### config.mk
export PLATFORM = sky130hd
export DESIGN_NAME = bouncing_sprite_collision_engine
export DESIGN_NICKNAME = d
export VERILOG_FILES = /design/src/hdl/bsce_pkg.sv /design/src/hdl/bsce_ram.sv /design/src/hdl/bsce_ctrl.sv /design/src/hdl/bsce_dpath.sv /design/src/hdl/bouncing_sprite_collision_engine.sv
export SDC_FILE = /design/constraint.sdc
export NUM_CORES = 1
export LEC_CHECK = 0
export BUFFER_PORTS_ARGS = -buffer_cell sky130_fd_sc_hd__buf_2
export CAP_MARGIN = 5
export CORE_MARGIN = 2
export CORE_UTILIZATION = 30
export CTS_CLUSTER_DIAMETER = 50
export DETAILED_ROUTE_END_ITERATION = 6
export GPL_TIMING_DRIVEN = 0
export PLACE_DENSITY = 0.56
export REMOVE_ABC_BUFFERS = 1
export SLEW_MARGIN = 25
export SYNTH_ARGS = -nofsm -noshare
export SYNTH_HDL_FRONTEND = slang
export SYNTH_SLANG_ARGS = --single-unit
### constraint.sdc
create_clock -name clk -period 9.4 [get_ports clk]
set_input_delay 0.94 -clock clk [delete_from_list [all_inputs] [get_ports clk]]
set_output_delay 0.94 -clock clk [all_outputs]
set_load 0.02 [all_outputs]
### src/hdl/bsce_pkg.sv
`timescale 1ns / 1ps
// ----------------------------------------------------------------------------
// bsce_pkg
// Shared types, codes and helpers of the bouncing sprite collision engine.
// ----------------------------------------------------------------------------
package bsce_pkg;

    localparam int FIELD_W     = 12;
    localparam int VEL_W       = 7;
    localparam int DIAM_W      = 7;
    localparam int RAD_W       = DIAM_W - 1;
    localparam int SLOT_W      = 3;
    localparam int OUT_COORD_W = 12;
    localparam int CFG_ADDR_W  = 1;
    localparam int HIT_CNT_W   = 5;

    localparam logic [HIT_CNT_W-1:0] HIT_LIMIT = 5'd28;

    localparam logic [FIELD_W-1:0] FIELD_WIDTH_RST  = 12'd640;
    localparam logic [FIELD_W-1:0] FIELD_HEIGHT_RST = 12'd480;

    // configuration register indexes
    localparam logic [CFG_ADDR_W-1:0] CFG_FIELD_WIDTH  = 1'b0;
    localparam logic [CFG_ADDR_W-1:0] CFG_FIELD_HEIGHT = 1'b1;

    // input operation codes
    localparam logic OP_LOAD = 1'b0;
    localparam logic OP_TICK = 1'b1;

    localparam logic signed [VEL_W-1:0] VEL_MIN = {1'b1, {(VEL_W-1){1'b0}}};
    localparam logic signed [VEL_W-1:0] VEL_MAX = {1'b0, {(VEL_W-1){1'b1}}};

    typedef enum logic [2:0] {
        ST_IDLE,
        ST_MV_RD,
        ST_MV_ADD,
        ST_MV_BNC,
        ST_PR_RD,
        ST_PR_EDGE,
        ST_PR_TEST,
        ST_CLOSE
    } state_t;

    typedef struct packed {
        logic load_wr;
        logic mv_add;
        logic mv_wr;
        logic pr_edge;
        logic out_hit;
        logic out_close;
    } cmd_t;

    typedef struct packed {
        logic pair_hit;
        logic out_free;
    } stat_t;

    // negate with saturation, the most negative value turns into the largest
    function automatic logic signed [VEL_W-1:0] neg_vel(input logic signed [VEL_W-1:0] v);
        logic signed [VEL_W-1:0] n;
        n = (v == VEL_MIN) ? VEL_MAX : -v;
        return n;
    endfunction

endpackage

### src/hdl/bsce_ram.sv
`timescale 1ns / 1ps
// ----------------------------------------------------------------------------
// bsce_ram
// Generic RAM, one write port and two registered read ports.
// ----------------------------------------------------------------------------
module bsce_ram #(
    parameter int WIDTH = 8,
    parameter int DEPTH = 8,
    localparam int AW = $clog2(DEPTH)
) (
    input  logic             clk,
    input  logic             we,
    input  logic [AW-1:0]    waddr,
    input  logic [WIDTH-1:0] wdata,
    input  logic [AW-1:0]    raddr_a,
    output logic [WIDTH-1:0] rdata_a,
    input  logic [AW-1:0]    raddr_b,
    output logic [WIDTH-1:0] rdata_b
);

    logic [WIDTH-1:0] mem [DEPTH];
    logic [WIDTH-1:0] rdata_a_reg;
    logic [WIDTH-1:0] rdata_b_reg;

    always_ff @(posedge clk)
    begin
        if (we)
        begin
            mem[waddr] <= wdata;
        end
        rdata_a_reg <= mem[raddr_a];
        rdata_b_reg <= mem[raddr_b];
    end

    assign rdata_a = rdata_a_reg;
    assign rdata_b = rdata_b_reg;

endmodule

### src/hdl/bsce_ctrl.sv
`timescale 1ns / 1ps
// ----------------------------------------------------------------------------
// bsce_ctrl
// Sequencer: loads, the per-sprite move walk, the pair walk and the closing word.
// ----------------------------------------------------------------------------
module bsce_ctrl import bsce_pkg::*; #(
    parameter int SPRITE_COUNT = 8,
    localparam int IDX_W = $clog2(SPRITE_COUNT)
) (
    input  logic             clk,
    input  logic             rst_n,
    input  logic             in_valid,
    input  logic             in_op,
    output logic             in_ready,
    input  stat_t            stat,
    output cmd_t             cmd,
    output logic [IDX_W-1:0] idx_a,
    output logic [IDX_W-1:0] idx_b
);

    localparam logic [IDX_W-1:0] IDX_LAST = IDX_W'(SPRITE_COUNT - 1);
    localparam logic [IDX_W-1:0] IDX_PENULT = IDX_W'(SPRITE_COUNT - 2);

    state_t                 state_reg, state_next;
    logic [IDX_W-1:0]       i_reg, i_next;
    logic [IDX_W-1:0]       j_reg, j_next;
    logic [HIT_CNT_W-1:0]   cnt_reg, cnt_next;
    logic                   emit;

    // a hit is sent only below the limit and only when the output slot is free
    assign emit = stat.pair_hit && (cnt_reg < HIT_LIMIT);

    always_ff @(posedge clk or negedge rst_n)
    begin
        if (!rst_n)
        begin
            state_reg <= ST_IDLE;
            i_reg     <= '0;
            j_reg     <= '0;
            cnt_reg   <= '0;
        end
        else
        begin
            state_reg <= state_next;
            i_reg     <= i_next;
            j_reg     <= j_next;
            cnt_reg   <= cnt_next;
        end
    end

    // next state and counters
    always_comb
    begin
        state_next = state_reg;
        i_next     = i_reg;
        j_next     = j_reg;
        cnt_next   = cnt_reg;
        case (state_reg)
            ST_IDLE:
            begin
                if (in_valid && (in_op == OP_TICK))
                begin
                    state_next = ST_MV_RD;
                    i_next     = '0;
                    cnt_next   = '0;
                end
            end
            ST_MV_RD:
            begin
                state_next = ST_MV_ADD;
            end
            ST_MV_ADD:
            begin
                state_next = ST_MV_BNC;
            end
            ST_MV_BNC:
            begin
                if (i_reg == IDX_LAST)
                begin
                    state_next = ST_PR_RD;
                    i_next     = '0;
                    j_next     = IDX_W'(1);
                end
                else
                begin
                    state_next = ST_MV_RD;
                    i_next     = i_reg + IDX_W'(1);
                end
            end
            ST_PR_RD:
            begin
                state_next = ST_PR_EDGE;
            end
            ST_PR_EDGE:
            begin
                state_next = ST_PR_TEST;
            end
            ST_PR_TEST:
            begin
                if (!emit || stat.out_free)
                begin
                    if (emit)
                    begin
                        cnt_next = cnt_reg + HIT_CNT_W'(1);
                    end
                    if (j_reg == IDX_LAST)
                    begin
                        if (i_reg == IDX_PENULT)
                        begin
                            state_next = ST_CLOSE;
                        end
                        else
                        begin
                            state_next = ST_PR_RD;
                            i_next     = i_reg + IDX_W'(1);
                            j_next     = i_reg + IDX_W'(2);
                        end
                    end
                    else
                    begin
                        state_next = ST_PR_RD;
                        j_next     = j_reg + IDX_W'(1);
                    end
                end
            end
            ST_CLOSE:
            begin
                if (stat.out_free)
                begin
                    state_next = ST_IDLE;
                end
            end
            default:
            begin
                state_next = ST_IDLE;
            end
        endcase
    end

    // commands
    always_comb
    begin
        cmd      = '0;
        in_ready = 1'b0;
        case (state_reg)
            ST_IDLE:
            begin
                in_ready    = 1'b1;
                cmd.load_wr = in_valid && (in_op == OP_LOAD);
            end
            ST_MV_ADD:
            begin
                cmd.mv_add = 1'b1;
            end
            ST_MV_BNC:
            begin
                cmd.mv_wr = 1'b1;
            end
            ST_PR_EDGE:
            begin
                cmd.pr_edge = 1'b1;
            end
            ST_PR_TEST:
            begin
                cmd.out_hit = emit && stat.out_free;
            end
            ST_CLOSE:
            begin
                cmd.out_close = stat.out_free;
            end
            default:
            begin
                cmd = '0;
            end
        endcase
    end

    assign idx_a = i_reg;
    assign idx_b = j_reg;

endmodule

### src/hdl/bsce_dpath.sv
`timescale 1ns / 1ps
// ----------------------------------------------------------------------------
// bsce_dpath
// Sprite table, move and bounce unit, box overlap test and output register.
// ----------------------------------------------------------------------------
module bsce_dpath import bsce_pkg::*; #(
    parameter int SPRITE_COUNT = 8,
    parameter int COORD_BITS = 12,
    localparam int IDX_W = $clog2(SPRITE_COUNT)
) (
    input  logic                    clk,
    input  logic                    rst_n,
    input  logic                    cfg_we,
    input  logic [CFG_ADDR_W-1:0]   cfg_addr,
    input  logic [FIELD_W-1:0]      cfg_wdata,
    input  logic [SLOT_W-1:0]       in_slot,
    input  logic [FIELD_W-1:0]      in_pos_x,
    input  logic [FIELD_W-1:0]      in_pos_y,
    input  logic signed [VEL_W-1:0] in_vel_x,
    input  logic signed [VEL_W-1:0] in_vel_y,
    input  logic [DIAM_W-1:0]       in_diameter,
    input  logic                    in_enable,
    input  cmd_t                    cmd,
    input  logic [IDX_W-1:0]        idx_a,
    input  logic [IDX_W-1:0]        idx_b,
    output stat_t                   stat,
    output logic                    out_valid,
    input  logic                    out_ready,
    output logic                    out_hit,
    output logic [SLOT_W-1:0]       out_first_slot,
    output logic [SLOT_W-1:0]       out_second_slot,
    output logic [OUT_COORD_W-1:0]  out_box_left,
    output logic [OUT_COORD_W-1:0]  out_box_right,
    output logic [OUT_COORD_W-1:0]  out_box_top,
    output logic [OUT_COORD_W-1:0]  out_box_bottom,
    output logic                    out_last
);

    localparam int CB    = COORD_BITS;
    localparam int ES    = CB + 2;
    localparam int AW    = ((CB > FIELD_W) ? CB : FIELD_W) + 1;
    localparam int WW    = 2 * CB + 2 * VEL_W + DIAM_W;
    localparam int X_LO  = 0;
    localparam int Y_LO  = CB;
    localparam int VX_LO = 2 * CB;
    localparam int VY_LO = 2 * CB + VEL_W;
    localparam int D_LO  = 2 * CB + 2 * VEL_W;

    function automatic logic [CB-1:0] sat_edge(input logic signed [ES-1:0] v);
        logic [CB-1:0] s;
        s = v[ES-1] ? '0 : (v[CB] ? '1 : v[CB-1:0]);
        return s;
    endfunction

    // low wall first, then the far wall with the updated position
    function automatic logic [VEL_W+CB-1:0] bounce(
        input logic [CB-1:0]            p,
        input logic signed [VEL_W-1:0]  v,
        input logic [RAD_W-1:0]         r,
        input logic [FIELD_W-1:0]       lim
    );
        logic                       low;
        logic                       high;
        logic [CB-1:0]              p1;
        logic [CB-1:0]              p2;
        logic [CB-1:0]              hv_sat;
        logic signed [VEL_W-1:0]    v1;
        logic signed [VEL_W-1:0]    v2;
        logic [AW-1:0]              up;
        logic signed [AW:0]         hv;
        low    = (p <= CB'(r));
        p1     = low ? CB'(r) : p;
        v1     = low ? neg_vel(v) : v;
        up     = AW'(p1) + AW'(r);
        high   = (up >= AW'(lim));
        hv     = signed'((AW + 1)'(lim)) - signed'((AW + 1)'(r));
        hv_sat = hv[AW] ? '0 : ((|(hv[AW-1:0] >> CB)) ? '1 : hv[CB-1:0]);
        p2     = high ? hv_sat : p1;
        v2     = high ? neg_vel(v1) : v1;
        return {v2, p2};
    endfunction

    logic [FIELD_W-1:0]         width_reg;
    logic [FIELD_W-1:0]         height_reg;
    logic [SPRITE_COUNT-1:0]    valid_reg;

    logic                       ram_we;
    logic [IDX_W-1:0]           ram_waddr;
    logic [WW-1:0]              ram_wdata;
    logic [WW-1:0]              rd_a;
    logic [WW-1:0]              rd_b;

    logic                       load_ok;
    logic [CB-1:0]              load_x;
    logic [CB-1:0]              load_y;

    logic [CB-1:0]              a_x, a_y, b_x, b_y;
    logic signed [VEL_W-1:0]    a_vx, a_vy;
    logic [DIAM_W-1:0]          a_d, b_d;
    logic [RAD_W-1:0]           a_r, b_r;

    logic signed [ES-1:0]       sum_x, sum_y;
    logic [CB-1:0]              mx_reg, my_reg;
    logic [VEL_W+CB-1:0]        bx, by;

    logic signed [ES-1:0]       al_reg, ar_reg, at_reg, ab_reg;
    logic signed [ES-1:0]       bl_reg, br_reg, bt_reg, bb_reg;
    logic                       pair_ok_reg;
    logic                       overlap;
    logic signed [ES-1:0]       left_s, right_s, top_s, bottom_s;

    logic                       out_valid_reg;
    logic                       hit_reg;
    logic                       last_reg;
    logic [SLOT_W-1:0]          first_reg, second_reg;
    logic [OUT_COORD_W-1:0]     left_reg, right_reg, top_reg, bottom_reg;

    // configuration
    always_ff @(posedge clk or negedge rst_n)
    begin
        if (!rst_n)
        begin
            width_reg  <= FIELD_WIDTH_RST;
            height_reg <= FIELD_HEIGHT_RST;
        end
        else if (cfg_we)
        begin
            if (cfg_addr == CFG_FIELD_WIDTH)
            begin
                width_reg <= cfg_wdata;
            end
            if (cfg_addr == CFG_FIELD_HEIGHT)
            begin
                height_reg <= cfg_wdata;
            end
        end
    end

    // load path
    assign load_ok = cmd.load_wr && (32'(in_slot) < SPRITE_COUNT);
    assign load_x  = (|(in_pos_x >> CB)) ? '1 : CB'(in_pos_x);
    assign load_y  = (|(in_pos_y >> CB)) ? '1 : CB'(in_pos_y);

    always_ff @(posedge clk or negedge rst_n)
    begin
        if (!rst_n)
        begin
            valid_reg <= '0;
        end
        else if (load_ok)
        begin
            valid_reg[IDX_W'(in_slot)] <= in_enable;
        end
    end

    // table fields
    assign a_x  = rd_a[X_LO +: CB];
    assign a_y  = rd_a[Y_LO +: CB];
    assign a_vx = rd_a[VX_LO +: VEL_W];
    assign a_vy = rd_a[VY_LO +: VEL_W];
    assign a_d  = rd_a[D_LO +: DIAM_W];
    assign a_r  = a_d[DIAM_W-1:1];
    assign b_x  = rd_b[X_LO +: CB];
    assign b_y  = rd_b[Y_LO +: CB];
    assign b_d  = rd_b[D_LO +: DIAM_W];
    assign b_r  = b_d[DIAM_W-1:1];

    // move step
    assign sum_x = signed'({2'b00, a_x}) + {{(ES-VEL_W){a_vx[VEL_W-1]}}, a_vx};
    assign sum_y = signed'({2'b00, a_y}) + {{(ES-VEL_W){a_vy[VEL_W-1]}}, a_vy};

    always_ff @(posedge clk)
    begin
        if (cmd.mv_add)
        begin
            mx_reg <= sat_edge(sum_x);
            my_reg <= sat_edge(sum_y);
        end
    end

    assign bx = bounce(mx_reg, a_vx, a_r, width_reg);
    assign by = bounce(my_reg, a_vy, a_r, height_reg);

    always_comb
    begin
        if (cmd.load_wr)
        begin
            ram_we    = load_ok;
            ram_waddr = IDX_W'(in_slot);
            ram_wdata = {in_diameter, in_vel_y, in_vel_x, load_y, load_x};
        end
        else
        begin
            ram_we    = cmd.mv_wr && valid_reg[idx_a];
            ram_waddr = idx_a;
            ram_wdata = {a_d, by[VEL_W+CB-1:CB], bx[VEL_W+CB-1:CB],
                         by[CB-1:0], bx[CB-1:0]};
        end
    end

    bsce_ram #(
        .WIDTH (WW),
        .DEPTH (SPRITE_COUNT)
    ) u_table (
        .clk     (clk),
        .we      (ram_we),
        .waddr   (ram_waddr),
        .wdata   (ram_wdata),
        .raddr_a (idx_a),
        .rdata_a (rd_a),
        .raddr_b (idx_b),
        .rdata_b (rd_b)
    );

    // bounding box edges of both sprites
    always_ff @(posedge clk)
    begin
        if (cmd.pr_edge)
        begin
            al_reg      <= signed'({2'b00, a_x}) - signed'(ES'(a_r));
            ar_reg      <= signed'({2'b00, a_x}) + signed'(ES'(a_r));
            at_reg      <= signed'({2'b00, a_y}) - signed'(ES'(a_r));
            ab_reg      <= signed'({2'b00, a_y}) + signed'(ES'(a_r));
            bl_reg      <= signed'({2'b00, b_x}) - signed'(ES'(b_r));
            br_reg      <= signed'({2'b00, b_x}) + signed'(ES'(b_r));
            bt_reg      <= signed'({2'b00, b_y}) - signed'(ES'(b_r));
            bb_reg      <= signed'({2'b00, b_y}) + signed'(ES'(b_r));
            pair_ok_reg <= valid_reg[idx_a] && valid_reg[idx_b];
        end
    end

    // touching edges count as overlap
    assign overlap = !((al_reg > br_reg) || (ar_reg < bl_reg) ||
                       (at_reg > bb_reg) || (ab_reg < bt_reg));

    assign left_s   = (al_reg > bl_reg) ? al_reg : bl_reg;
    assign right_s  = (ar_reg < br_reg) ? ar_reg : br_reg;
    assign top_s    = (at_reg > bt_reg) ? at_reg : bt_reg;
    assign bottom_s = (ab_reg < bb_reg) ? ab_reg : bb_reg;

    // output register
    always_ff @(posedge clk or negedge rst_n)
    begin
        if (!rst_n)
        begin
            out_valid_reg <= 1'b0;
        end
        else if (cmd.out_hit || cmd.out_close)
        begin
            out_valid_reg <= 1'b1;
        end
        else if (out_ready)
        begin
            out_valid_reg <= 1'b0;
        end
    end

    always_ff @(posedge clk)
    begin
        if (cmd.out_hit)
        begin
            hit_reg    <= 1'b1;
            last_reg   <= 1'b0;
            first_reg  <= SLOT_W'(idx_a);
            second_reg <= SLOT_W'(idx_b);
            left_reg   <= OUT_COORD_W'(sat_edge(left_s));
            right_reg  <= OUT_COORD_W'(sat_edge(right_s));
            top_reg    <= OUT_COORD_W'(sat_edge(top_s));
            bottom_reg <= OUT_COORD_W'(sat_edge(bottom_s));
        end
        else if (cmd.out_close)
        begin
            hit_reg    <= 1'b0;
            last_reg   <= 1'b1;
            first_reg  <= '0;
            second_reg <= '0;
            left_reg   <= '0;
            right_reg  <= '0;
            top_reg    <= '0;
            bottom_reg <= '0;
        end
    end

    assign stat.pair_hit = pair_ok_reg && overlap;
    assign stat.out_free = !out_valid_reg || out_ready;

    assign out_valid       = out_valid_reg;
    assign out_hit         = hit_reg;
    assign out_last        = last_reg;
    assign out_first_slot  = first_reg;
    assign out_second_slot = second_reg;
    assign out_box_left    = left_reg;
    assign out_box_right   = right_reg;
    assign out_box_top     = top_reg;
    assign out_box_bottom  = bottom_reg;

endmodule

### src/hdl/bouncing_sprite_collision_engine.sv
`timescale 1ns / 1ps
// ----------------------------------------------------------------------------
// bouncing_sprite_collision_engine
// Sprite table with bounce movement and pairwise bounding box collision test.
// ----------------------------------------------------------------------------
// usage
//   s_axis carries one word per command: tuser selects load (0) or tick (1)
//   a load writes one sprite slot and returns nothing
//   a tick moves every enabled sprite, then tests every pair
//   i<j (through the two table read ports) and sends one
//   m_axis word per overlapping pair of enabled sprites, at most 28, then a closing word with
//   tlast high and tuser low
//   s_axis_tready is high only between ticks; a new command is taken while
//   the closing word still waits in the output register
//   a stalled receiver holds the pair walk at the pending hit
//   cfg_we writes field width (index 0) or field height (index 1); write
//   only between ticks
//   reset: all slots empty, field 640 x 480, output empty
// ----------------------------------------------------------------------------
module bouncing_sprite_collision_engine import bsce_pkg::*; #(
    parameter int SPRITE_COUNT = 8,
    parameter int COORD_BITS = 12
) (
    input  logic                  clk,
    input  logic                  rst_n,
    input  logic                  cfg_we,
    input  logic [CFG_ADDR_W-1:0] cfg_addr,
    input  logic [FIELD_W-1:0]    cfg_wdata,
    input  logic                  s_axis_tvalid,
    output logic                  s_axis_tready,
    // slot[2:0], pos_x[14:3], pos_y[26:15], vel_x[33:27], vel_y[40:34],
    // diameter[47:41], enable[48], zero fill
    input  logic [55:0]           s_axis_tdata,
    // op[0]
    input  logic                  s_axis_tuser,
    output logic                  m_axis_tvalid,
    input  logic                  m_axis_tready,
    // first_slot[2:0], second_slot[5:3], box_left[17:6], box_right[29:18],
    // box_top[41:30], box_bottom[53:42], zero fill
    output logic [55:0]           m_axis_tdata,
    // hit[0]
    output logic                  m_axis_tuser,
    output logic                  m_axis_tlast
);

    localparam int IDX_W = $clog2(SPRITE_COUNT);

    cmd_t                    cmd;
    stat_t                   stat;
    logic [IDX_W-1:0]        idx_a;
    logic [IDX_W-1:0]        idx_b;
    logic [SLOT_W-1:0]       first_slot;
    logic [SLOT_W-1:0]       second_slot;
    logic [OUT_COORD_W-1:0]  box_left;
    logic [OUT_COORD_W-1:0]  box_right;
    logic [OUT_COORD_W-1:0]  box_top;
    logic [OUT_COORD_W-1:0]  box_bottom;

    bsce_ctrl #(
        .SPRITE_COUNT (SPRITE_COUNT)
    ) u_ctrl (
        .clk      (clk),
        .rst_n    (rst_n),
        .in_valid (s_axis_tvalid),
        .in_op    (s_axis_tuser),
        .in_ready (s_axis_tready),
        .stat     (stat),
        .cmd      (cmd),
        .idx_a    (idx_a),
        .idx_b    (idx_b)
    );

    bsce_dpath #(
        .SPRITE_COUNT (SPRITE_COUNT),
        .COORD_BITS   (COORD_BITS)
    ) u_dpath (
        .clk             (clk),
        .rst_n           (rst_n),
        .cfg_we          (cfg_we),
        .cfg_addr        (cfg_addr),
        .cfg_wdata       (cfg_wdata),
        .in_slot         (s_axis_tdata[2:0]),
        .in_pos_x        (s_axis_tdata[14:3]),
        .in_pos_y        (s_axis_tdata[26:15]),
        .in_vel_x        (s_axis_tdata[33:27]),
        .in_vel_y        (s_axis_tdata[40:34]),
        .in_diameter     (s_axis_tdata[47:41]),
        .in_enable       (s_axis_tdata[48]),
        .cmd             (cmd),
        .idx_a           (idx_a),
        .idx_b           (idx_b),
        .stat            (stat),
        .out_valid       (m_axis_tvalid),
        .out_ready       (m_axis_tready),
        .out_hit         (m_axis_tuser),
        .out_first_slot  (first_slot),
        .out_second_slot (second_slot),
        .out_box_left    (box_left),
        .out_box_right   (box_right),
        .out_box_top     (box_top),
        .out_box_bottom  (box_bottom),
        .out_last        (m_axis_tlast)
    );

    assign m_axis_tdata = {2'b00, box_bottom, box_top, box_right, box_left,
                           second_slot, first_slot};

endmodule
# Word-level counts from Yosys, hierarchy flattened
# Memory sizes are Yosys's and may differ from the RTL's. A register that Yosys moved wholly into a read port is not among the register bits.
# Cells that the tools add are included.
[word_totals] ff_bits=240 output_inout_bits=60 mem_bits_rw=360 mem_count=1
[mem_list] name="u_dpath.u_table.mem" words=8 width=45 rd=2 rd_clocked_by_memory_dff=2 write_ports=1 line="bsce_ram.sv:21" source="logic [WIDTH-1:0] mem [DEPTH];"
[classes] n_eq_ne=22 bitwise=2 n_mux=81 reduce_logical=29 addsub=22 magnitude_cmp=17
[op_table] cell="12-bit 2-to-1 mux" n=23
[op_table] cell="12-bit by 6-bit adder with 13-bit output" n=6
[op_table] cell="12-bit by 6-bit subtractor with 13-bit output" n=6
[op_table] cell="14-bit > comparator" n=4
[op_table] cell="14-bit < comparator" n=4
[op_table] cell="14-bit 2-to-1 mux" n=4
[op_table] cell="7-bit 2-to-1 mux" n=8
[op_table] cell="3-bit 2-to-1 mux" n=17
[op_table] cell="45-bit 2-to-1 mux" n=1
[op_table] cell="13-bit by 7-bit adder with 14-bit output" n=2
[op_table] cell="7-bit equality test (second input constant)" n=4
[op_table] cell="7-bit negator" n=4
[op_table] cell="13-bit by 12-bit greater-or-equal comparator with 1-bit output" n=2
[op_table] cell="12-bit by 6-bit <= comparator with 1-bit output" n=2
[op_table] cell="3-bit case mux with 8 select lines" n=1
[op_table] cell="3-bit equality test (second input constant)" n=7
[op_table] cell="1-bit 2-to-1 mux" n=15
[op_table] cell="5-bit 2-to-1 mux" n=3
[op_table] cell="3-bit by 4-bit < comparator with 1-bit output (second input constant)" n=3
[op_table] cell="2-bit by 1-bit != test with 1-bit output (second input constant)" n=6
[op_table] cell="5-bit case mux with 2 select lines" n=1
[op_table] cell="3-bit case mux with 3 select lines" n=1
[op_table] cell="8-bit bitwise mux" n=1
[op_table] cell="1-bit logical AND" n=8
[op_table] cell="other kinds (23)" n=40

# Longest topological paths before layout
# Gate-level depths: netlist of the first run.
[logic_depth] word_depth=11 ltp_mapped=29 depth_no_buf=26

# Modules after synthesis
# Synthesis of the first run repeated with hierarchy kept, for this count alone.
[hier_totals] hier_cells=2684 area_unflattened_um2=37435.9
[modules_own_cells] module="bsce_ram" cells_per_inst=783 seq_area_each_um2=12612.1 instances=1 area_per_inst_um2=18756.7
[modules_own_cells] module="bsce_dpath" cells_per_inst=1801 seq_area_each_um2=6248.5 instances=1 area_per_inst_um2=17673.2
[modules_own_cells] module="bsce_ctrl" cells_per_inst=97 seq_area_each_um2=350.3 instances=1 area_per_inst_um2=987.2
[modules_own_cells] module="bouncing_sprite_collision_engine" cells_per_inst=3 seq_area_each_um2=0.0 instances=1 area_per_inst_um2=18.8

# Worst setup path after synthesis of the first run
# No wires, ideal clock.
[synth_timing] kind="register -> register" startpoint="register u_ctrl.state_reg[0]" endpoint="register u_dpath.ab_reg[10] (enable)" setup_slack_ns=0.650 n_path_buf=1 arrival_time_ns=8.045 required_time_ns=8.695 setup_ns=0.705 path_stages_with_launch=4 path_cell_list="dfrtp_1 -> clkbuf_1 -> inv_1 -> nor3b_1"
[synth_between] elab_chain_len=2
[synth_rtl] element="start: declaration" line="bsce_ctrl.sv:24" source="state_t state_reg, state_next;"
[synth_rtl] element="start signal: assignment" line="bsce_ctrl.sv:44" source="state_reg <= state_next;"
[synth_rtl] element="3-bit equality test" line="bsce_ctrl.sv:145" source="case (state_reg)"
[synth_rtl] element="1-bit 2-to-1 mux" line="bsce_ctrl.sv:145"
[synth_rtl] element="end signal: assignment" line="bsce_dpath.sv:223" source="ab_reg <= signed'({2'b00, a_y}) + signed'(ES'(a_r));"
[synth_rtl] element="end: declaration" line="bsce_dpath.sv:106" source="logic signed [ES-1:0] al_reg, ar_reg, at_reg, ab_reg;"
# Every way passes these cells.
# A chain may end at the register's enable or synchronous reset.

# Worst setup path in the final report of the first run
[layout_timing] startpoint="register u_dpath.u_table.rdata_a_reg[40] (netlist: u_dpath.u_table.rdata_a[40]), read port of u_dpath.u_table.mem" endpoint="memory u_dpath.u_table.mem[4][21] in the netlist's numbering (data pin)"
[layout_between] elab_chain_len=6 word_cells_on_any_way=9
[layout_rtl] element="start: declaration" line="bsce_ram.sv:22" source="logic [WIDTH-1:0] rdata_a_reg;"
[layout_rtl] element="12-bit by 6-bit <= comparator with 1-bit output" line="bsce_dpath.sv:71" source="low = (p <= CB'(r));"
[layout_rtl] element="12-bit 2-to-1 mux" line="bsce_dpath.sv:72" source="p1 = low ? CB'(r) : p;"
[layout_rtl] element="12-bit by 6-bit adder with 13-bit output" line="bsce_dpath.sv:74" source="up = AW'(p1) + AW'(r);"
[layout_rtl] element="13-bit by 12-bit greater-or-equal comparator with 1-bit output" line="bsce_dpath.sv:75" source="high = (up >= AW'(lim));"
[layout_rtl] element="12-bit 2-to-1 mux (*)" line="bsce_dpath.sv:78" source="p2 = high ? hv_sat : p1;"
[layout_rtl] element="45-bit 2-to-1 mux (*)" line="bsce_dpath.sv:186" source="if (cmd.load_wr)"
[layout_rtl] element="net u_dpath.ram_wdata[21]" line="bsce_dpath.sv:89" source="logic [WW-1:0] ram_wdata;"
[layout_rtl] element="end: declaration" line="bsce_ram.sv:21"
# The timed path passes the listed nets; every way through them passes the cells marked *.

==> reports/qor.csv, run 1 <==
metric,value,unit
clkSinkCount,654,
synth-seq-cells,654,
synthTopCellsByArea,"edfxtp_1 45%, mux4_2 9.7%, ha_1 8.5%",
slew_viol_final,0,
dp_slack,1.01,ns
drt-pass1-iter-count,5,
synth_edf_count,531,
setup_viol,0,
fmax,0.118,GHz
ant_nets,0,
worstMarginPinSlew,1.05,ns
ir_drop,0.120,mV
fp.dieH,347,um
gp_congestion,0.817,
grt_pass1_wl,142,mm
hpwl,67.4,mm
wirelength,92.7,mm
netlist_area,35300,sq um
cellLeakagePower,15.9,nW
layout_min_cycle_time,8.48,ns
path_max_fanout,18,
grt_max_degree,52,
hold_viol_final,0,
start_util,30.3,%
rsz0062_at_grt,no,
post_dp_cell_area,38400,sq um
core,117000,sq um
slew_headroom,30.1,%
outcome,"complete, no violations",
crit_path_end_kind,flop,
post_drt_wl_per_cell,20.2,um
period_share,90.2,%
startpoint_type,flop,
place.port_buffers,124,
htree_levels,3,
cp.arrival,8.81,ns
synth_ff_type,edfxtp_1,
total_power,0.00673,W
synth_top_area_share,45.1,%
boundaryPins,135,
max-clock-path-buffers,3,
design_area,41300,sq um
hold_buffers,0,
path_class,reg2reg,
tritoncts,yes,
required,9.73,ns
overflow,0,
area_delta_synth_final,16.9,%
viasPerCell,5.01,
die_w,347,um
whs,0.355,ns
grt_pass1_vias,23400,
synth_seq_area_share,52.8,%
drt_iter0_markers,1694,
cts.reportedPaths.clkPinSlew,0.06,ns
syn_inst,2881,
antenna_found_initial,13,
final.fill_count,11300,
cts_setup_buffers,0,
synth_area_per_cell,12.3,sq um
drv_cap,0,
nNetsFinal,3333,
rows,125,
cts_made_buffers,83,
ys_async_sr_fraction,7.19,%
ctsResizeCount,0,
yosysTopAreaCell,edfxtp_1,
placed_cells,4443,
final_cell_count_no_fill,4598,
ctsRootBufferMaster,clkbuf_16,
hold_path.class,in2async,
track_usage,15.3,%
dieArea,121000,sq um
largest_reg_flops,352,
ys_types,85,
drc,0,
power_density,163,nW/um^2
yosysWarnings,0,
vias,23000,
drive_above_1_share,18.1,%
fin_skew,0.0238,ns
setup_slack,0.922,ns
clk-insertion-delay-late,0.63,ns
==> cell families (layout without fill, tap and decap cells) <==
family / Yosys count / in the layout / share of synthesized area [%]
and+or+nand+nor: 796 / 796 / 10.4
DFF: 654 / 654 / 52.8
AOI/OAI and AO/OA: 517 / 517 / 9.65
buffers and inverters: 338 / 529 / 3.68
adders and majority gates: 254 / 254 / 9.29
muxes: 192 / 192 / 10.9
xor gates and xnor gates: 129 / 129 / 3.20
other: 1 / 3 / 0.0106
==> metrics by stage <==
stage               setup TNS [ns]  util (%)
floorplan                        0         -
global placement           -974.62      32.0
detailed placement               0      33.0
CTS                              0      35.4
global route                     0      35.5
finish                           0      35.5
==> final timing paths <==
kind,end,cells after the start,slack [ns],start
worst max-delay path,u_dpath.u_table.mem[4][21],23,0.92,u_dpath.u_table.rdata_a[40]
worst min-delay path,u_ctrl.idx_b[2],1,0.35,rst_n
worst max register to register,u_dpath.u_table.mem[4][21],23,0.92,u_dpath.u_table.rdata_a[40]
worst min register to register,u_dpath.out_hit,2,0.44,u_dpath.out_hit
max in group asynchronous,u_ctrl.idx_b[0],1,8.54,rst_n
min in group clk,u_dpath.out_hit,2,0.44,u_dpath.out_hit
==> metal layers <==
metal / share of wire (%) / vias to the layer above / global-route usage (%)
met5: 0.13 / - / 0
met4: 1.9 / 24 / 4.13
met3: 5.4 / 127 / 2.64
met2: 47 / 518 / 25.0
met1: 46 / 11400 / 21.0
li1: - / 11000 / -
==> layout make-up <==
type                    count  area (sq um)  area share, %
inverters                 198           746           1.81
repair buffers            177          1580           3.83
clock inverters            50           611           1.48
diodes                      1          2.50        0.00606
clock buffers             104          2270           5.49
well taps                1524          1910           4.62
flip-flops and latches    654         18700           45.2
multi-input cells        1890         15500           37.6
==> report_power, final <==
| group | total (W) | switching, W | internal [W] | leakage (nW) |
|---|---|---|---|---|
| logic | 0.000241 | 0.000165 | 0.0000767 | 8.65 |
| registers | 0.00320 | 0.0000195 | 0.00318 | 5.81 |
| clock network | 0.00329 | 0.00129 | 0.00200 | 1.40 |
==> placed cells by master (no fill, tap or decap), types with 56 or more instances in the layout <==
| cell type | instances |
|---|---|
| buf_2 | 123 |
| xnor2_1 | 73 |
| dfxtp_1 | 76 |
| edfxtp_1 | 531 |
| nand2_1 | 337 |
| mux4_2 | 152 |
| a21oi_1 | 147 |
| clkbuf_16 | 86 |
| ha_1 | 240 |
| inv_1 | 196 |
| o21ai_0 | 99 |
| xor2_1 | 56 |
| nor2_1 | 167 |
==> worst max-delay path, cell delays in order, from the launching register on <==
cell       delay [ns]
dfxtp_1          0.85
inv_1            0.62
ha_1             0.48
nor2b_1          0.13
o21a_1           0.17
o41ai_2          0.41
and3_1           0.62
o21ai_0          0.26
ha_1             0.27
fa_1             0.40
a21o_1           0.20
a21oi_1          0.23
o21bai_1         0.10
a21oi_1          0.34
nand2b_1         0.18
xnor2_1          0.08
ha_1             0.31
o2111ai_1        0.12
a21oi_1          0.13
nand2_1          0.10
o211a_1          0.36
a21oi_1          0.74
o21ai_0          0.39
a21oi_1          0.66
==> cell usage after synthesis, types with 32 or more instances <==
master and number:
edfxtp_1 531, nand2_1 338, ha_1 240, inv_1 198, nor2_1 175, mux4_2 152, a21oi_1 148, clkbuf_1 105
o21ai_0 101, dfxtp_1 76, xnor2_1 73, xor2_1 56, nand4_1 44, dfrtp_1 41, a21o_1 39, nor2b_1 39
nor4_1 37, nor3_1 36, nand3_1 33, a211oi_1 32
Note: power is estimated with default switching activity, not from simulation.
==> run 2: changes to the inputs <==
- PLACE_DENSITY: 0.56 -> 0.53
==> run 2 against run 1 <==
  * The flow now finishes with violations (design-rule violations)
  * Maximum frequency shrank 2.7%
  * Sequential share of layout area shrank 0.27 points
  * Critical endpoint is now u_dpath.u_table.mem[1][19]
  * Setup slack lost 0.24 ns
  * First-iteration DRC count shrank 3.3%
  * Count of clock-buffer cells in the layout grew 6
  * Sequential power is essentially flat
==> reports/qor.csv, run 2 (synthesized netlist as in run 1, its figures left out) <==
metric,value,unit,change
grt_max_degree,48,,-7.7%
setup_slack,0.683,ns,-0.239 ns
drt-pass1-iter-count,7,,+2
hold_path.class,in2async,,
cp.arrival,9.07,ns,+0.26 ns
ctsResizeCount,0,,unchanged
antenna_found_initial,13,,unchanged
final_cell_mix,"531 x edfxtp_1, 337 x nand2_1, 240 x ha_1, 196 x inv_1, 167 x nor2_1",,
period_share,92.7,%,+2.5 points
area_delta_synth_final,17.6,%,
drive_above_1_share,18.3,%,+0.23 points
drv_cap,0,,unchanged
placed_cells,4447,,+0.090%
cts_made_buffers,86,,+3.6%
ant_nets,0,,unchanged
slew_viol_final,0,,unchanged
setup_viol,0,,unchanged
grt_pass1_wl,144,mm,+1.4%
die_w,347,um,unchanged
tritoncts,yes,,
track_usage,15.6,%,+0.32 points
wirelength,94.5,mm,+2.0%
startpoint_type,flop,,
required,9.75,ns,+0.02 ns
drt_iter0_markers,1638,,-3.3%
htree_levels,3,,unchanged
fmax,0.115,GHz,-2.7%
hold_viol_final,0,,unchanged
dp_slack,0.811,ns,-0.195 ns
overflow,0,,unchanged
reg2regPathDepth,23,,unchanged
final.fill_count,11300,,+0.088%
ctsRootBufferMaster,clkbuf_16,,
clkSinkCount,654,,unchanged
cts.reportedPaths.clkPinSlew,0.06,ns,about the same
cellLeakagePower,16.0,nW,+0.70%
core,117000,sq um,unchanged
start_util,30.3,%,unchanged
path_max_fanout,18,,unchanged
layout_commonest_cell,edfxtp_1,,
drc,11,,+11
outcome,finished with violations,,
hold_buffers,0,,unchanged
viasPerCell,4.99,,-0.38%
layout_min_cycle_time,8.72,ns,+0.239 ns
nNetsFinal,3340,,+0.21%
power_density,164,nW/um^2,+0.80%
dieArea,121000,sq um,unchanged
grt_pass1_vias,23300,,-0.56%
rows,125,,unchanged
post_drt_wl_per_cell,20.5,um,+1.7%
largest_reg_flops,352,,unchanged
clk-insertion-delay-late,0.67,ns,+0.04 ns
place.port_buffers,124,,unchanged
vias,23000,,-0.035%
max-clock-path-buffers,3,,unchanged
boundaryPins,135,,unchanged
ir_drop,0.108,mV,-9.9%
fp.dieH,347,um,unchanged
violations,design-rule violations,,
rsz0062_at_grt,no,,
crit_path_end_kind,flop,,
gp_congestion,0.820,,+0.40%
worstMarginPinSlew,0.996,ns,-0.0527 ns
hpwl,68.6,mm,+1.7%
final_cell_count_no_fill,4614,,+0.35%
slew_headroom,33.1,%,+3.0 points
cts_setup_buffers,0,,unchanged
path_class,reg2reg,,
fin_skew,0.0455,ns,+0.0217 ns
-- run 2: cell types whose count changed in the layout (fill, tap and decap cells not counted), sizes merged --
cell,before,now
clkinv,18,27
clkbuf,104,110
diode,1,6
buf,177,181
clkinvlp,5,1
inv,216,213
bufinv,9,8
-- run 2: worst max-delay path, stage by stage, from the launching register on --
cell	delay (ns)
dfxtp_1	0.83
inv_1	0.64
ha_1	0.49
nor2b_1	0.13
o21a_1	0.17
o41ai_2	0.40
and3_1	0.63
o21ai_0	0.26
ha_1	0.27
fa_1	0.41
a21o_1	0.20
a21oi_1	0.23
o21bai_1	0.10
a21oi_1	0.36
nor2_1	0.11
xor2_1	0.17
ha_1	0.28
o2111ai_1	0.12
a21oi_1	0.13
nand2_1	0.10
o211a_1	0.39
a21oi_1	0.84
o21ai_0	0.43
a21oi_1	0.71
-- run 2: area by class of cell --
class | instances | area [sq um] | area share (%)
Sequential cell | 654 | 18700 | 44.9
Multi-Input combinational cell | 1890 | 15500 | 37.4
Clock buffer | 110 | 2340 | 5.64
Tap cell | 1524 | 1910 | 4.59
Timing Repair Buffer | 181 | 1710 | 4.12
Inverter | 198 | 746 | 1.79
Clock inverter | 51 | 636 | 1.53
Antenna cell | 6 | 15.0 | 0.0361
-- run 2: final timing paths --
kind	startpoint	end	slack, ns
hold reg to reg	u_dpath.out_hit	u_dpath.out_hit	0.44
max in group asynchronous	rst_n	u_ctrl.idx_a[0]	8.55
min in group clk	u_dpath.out_hit	u_dpath.out_hit	0.44
setup / recovery	u_dpath.u_table.rdata_a[40]	u_dpath.u_table.mem[1][19]	0.68
hold / removal	rst_n	u_ctrl.cnt_reg[1]	0.33
setup reg to reg	u_dpath.u_table.rdata_a[40]	u_dpath.u_table.mem[1][19]	0.68
-- run 2: per-layer routing --
layer	track usage, %	vias to the layer above	routed length, um
met1	21.3	11400	43500
met5	0	-	80
li1	-	11000	-
met3	2.96	125	5120
met2	25.1	502	43500
met4	4.95	14	2310
-- run 2: per-stage QoR --
step                      area [sq um]  util, %  hold WS (ns)  total power, W  TNS [ns]
after floorplan                  34800        -         0.450         0.00339         0
after global placement           37300     32.0         0.432         0.00350  -1062.24
after detailed placement         38500     33.1         0.438         0.00350         0
after CTS                        41500     35.6         0.329         0.00690         0
after global routing             41600     35.7         0.383         0.00705         0
final                            41600     35.7         0.334         0.00682         0
-- run 2: power breakdown --
part | switching (W) | internal, W
clock | 0.00135 | 0.00203
sequential | 0.0000179 | 0.00318
combinational | 0.000167 | 0.0000767
==> run 3: changes to the inputs <==
- CELL_PAD_IN_SITES_DETAIL_PLACEMENT: default -> 1
- CELL_PAD_IN_SITES_GLOBAL_PLACEMENT: default -> 2
- PLACE_DENSITY: 0.53 -> 0.68
==> run 3 against run 2 <==
  * The flow now finishes without violations
  * First-iteration DRC count decreased by 23%
  * Non-clock buffer count grew 1
  * Combinational power up 2%
  * Critical path depth is the same
  * Register-to-register slack improved by 0.15 ns
  * Cell area grew 0.41%
==> reports/qor.csv, run 3 (synthesized netlist as in run 1, its figures left out) <==
metric,value,unit,change
boundaryPins,135,,unchanged
place.port_buffers,124,,unchanged
cpPeakStageDelay,0.85,ns,about the same
period_share,91.2,%,-1.6 points
r2r_slack,0.83,ns,+0.15 ns
die_w,347,um,unchanged
outcome,"complete, no violations",,
ir_drop,0.124,mV,+15%
path_buf_inv,1,,unchanged
drc,0,,-11
rr_endpoint,u_dpath.u_table.mem[5][18],,
ctsRootBufferMaster,clkbuf_16,,
cp-startpoint,u_dpath.u_table.rdata_a[40],,
startpoint_type,flop,,
area_delta_synth_final,18.1,%,
drv_cap,0,,unchanged
clk-insertion-delay-late,0.66,ns,about the same
path_max_fanout,18,,unchanged
grt_pass1_vias,25000,,+7.4%
design_area,41700,sq um,+0.41%
crit_slowest_cell,dfxtp_1,,
wirelength,102,mm,+7.7%
dieArea,121000,sq um,unchanged
layout_min_cycle_time,8.57,ns,-0.147 ns
drt-pass1-iter-count,5,,-2
hold_viol_final,0,,unchanged
drt_iter0_markers,1267,,-23%
rows,125,,unchanged
hold_path.class,in2async,,
max-clock-path-buffers,3,,unchanged
start_util,30.3,%,unchanged
reg2reg_from,u_dpath.u_table.rdata_a[40],,
gp_congestion,0.771,,-6.0%
slew_viol_final,0,,unchanged
met1_usage,23.2,%,+1.8 points
slew_headroom,36.9,%,+3.8 points
post_dp_cell_area,38500,sq um,about the same
grt_pass1_wl,156,mm,+8.8%
layout_commonest_cell,edfxtp_1,,
grt_util_met2,27.9,%,+2.8 points
vias,23200,,+0.67%
core,117000,sq um,unchanged
cp.arrival,8.91,ns,-0.16 ns
antenna_found_initial,6,,-7
nNetsFinal,3344,,+0.12%
required,9.74,ns,about the same
crit_path_end_kind,flop,,
ant_nets,0,,unchanged
utilization,35.8,%,+0.15 points
hpwl,74.7,mm,+9.0%
fp.dieH,347,um,unchanged
overflow,0,,unchanged
largest_reg_flops,352,,unchanged
viasPerCell,5.02,,+0.59%
track_usage,17.0,%,+1.3 points
crit_family,compound AO/OA/AOI/OAI gates,,
path_class,reg2reg,,
hold_buffers,0,,unchanged
worstMarginPinSlew,0.939,ns,-0.0562 ns
fin_setup_tns,0,ns,unchanged
drive_above_1_share,18.7,%,+0.41 points
total_power,0.00700,W,+2.6%
tritoncts,yes,,
path_cells,inv_1 > ha_1 > nor2b_1 > o21a_1 > o41ai_2 > and3_1 > o21ai_0 > ha_1 > fa_1 > a21o_1 > a21oi_1 > o21bai_1 > a21oi_1 > xnor2_1 > ha_1 > a21o_1 > a211oi_1 > o211ai_1 > nand2_1 > o211a_1 > a21oi_2 > a221oi_1 > nor2_1,,
htree_levels,3,,unchanged
fmax,0.117,GHz,+1.7%
grt_max_degree,48,,unchanged
busiest_layer,met2,,
post_drt_wl_per_cell,22.0,um,+7.6%
cellLeakagePower,16.1,nW,+0.50%
cts.reportedPaths.clkPinSlew,0.06,ns,about the same
crit_path_frequent_cell,ha_1,,
use_met3,2.39,%,-0.57 points
fin_skew,0.0256,ns,-0.0199 ns
setup_viol,0,,unchanged
final_cell_mix,"531 x edfxtp_1, 337 x nand2_1, 240 x ha_1, 196 x inv_1, 167 x nor2_1",,
clkSinkCount,654,,unchanged
cts_made_buffers,89,,+3.5%
power_density,168,nW/um^2,+2.2%
reg2regPathDepth,23,,unchanged
rsz0062_at_grt,no,,
run 3: cell types whose count changed in the layout (fill, tap and decap cells not counted), moves of 2 or more:
cell,previous run,this run
diode_2,6,3
clkinv_2,11,7
buf_16,22,18
clkbuf_4,0,2
clkbuf_16,88,92
inv_16,1,3
buf_6,4,9
buf_8,4,1
clkbuf_1,16,9
inv_8,1,6
clkinv_4,6,11
clkbuf_8,6,4
clkinv_1,2,4
buf_12,14,18
run 3: how the worst max path moves through the flow:
| stage | to | slack, ns | cells past startpoint |
|---|---|---|---|
| after floorplan | u_dpath.ab_reg[10] | 0.79 | 2 |
| after global placement | u_dpath.ab_reg[12] | -3.24 | 1 |
| after detailed placement | u_dpath.u_table.mem[6][19] | 0.49 | 23 |
| after CTS | u_dpath.u_table.mem[3][19] | 0.45 | 23 |
| after global routing | u_dpath.u_table.mem[6][10] | 0.29 | 24 |
| final | u_dpath.u_table.mem[5][18] | 0.83 | 23 |
run 3: area by class of cell:
class,count,area [sq um]
diodes,3,7.51
clock buffers,107,2410
clock inverters,60,769
fillers,12400,74800
inverters,198,746
multi-input cells,1890,15500
flip-flops and latches,654,18700
well taps,1524,1910
repair buffers,182,1690
run 3: metal layers:
layer  vias to the layer above  routed length (um)
met5                         -                  34
met3                       134                3350
li1                      11000                   -
met4                         6                2620
met1                     11700               48200
met2                       329               47600
run 3: timing repair:
item | CTS | global route
setup buffers | 0 | 0
endpoints found under the hold margin | 0 | 0
resized for setup | 0 | 1
endpoints found under the setup margin | 0 | 8
run 3: report_power, final:
group          internal, W  switching [W]
Clock              0.00211        0.00144
Combinational    0.0000770       0.000170
Sequential         0.00318      0.0000185
Total              0.00537        0.00163
run 3: metrics by stage:
stage / cells / hold WS (ns) / setup WS (ns)
2_1_floorplan: 2742 / 0.450 / 0.786
3_3_place_gp: 4390 / 0.435 / -3.24
3_5_place_dp: 4448 / 0.438 / 0.491
4_1_cts: 4615 / 0.316 / 0.451
5_1_grt: 4617 / 0.340 / 0.294
6_report: 4618 / 0.302 / 0.830
run 3: worst register-to-register path, stage by stage (launching register included):
cell	delay [ns]
dfxtp_1	0.85
inv_1	0.66
ha_1	0.51
nor2b_1	0.14
o21a_1	0.17
o41ai_2	0.38
and3_1	0.68
o21ai_0	0.32
ha_1	0.29
fa_1	0.41
a21o_1	0.20
a21oi_1	0.22
o21bai_1	0.09
a21oi_1	0.38
xnor2_1	0.19
ha_1	0.27
a21o_1	0.16
a211oi_1	0.29
o211ai_1	0.14
nand2_1	0.12
o211a_1	0.61
a21oi_2	0.23
a221oi_1	0.62
nor2_1	0.32
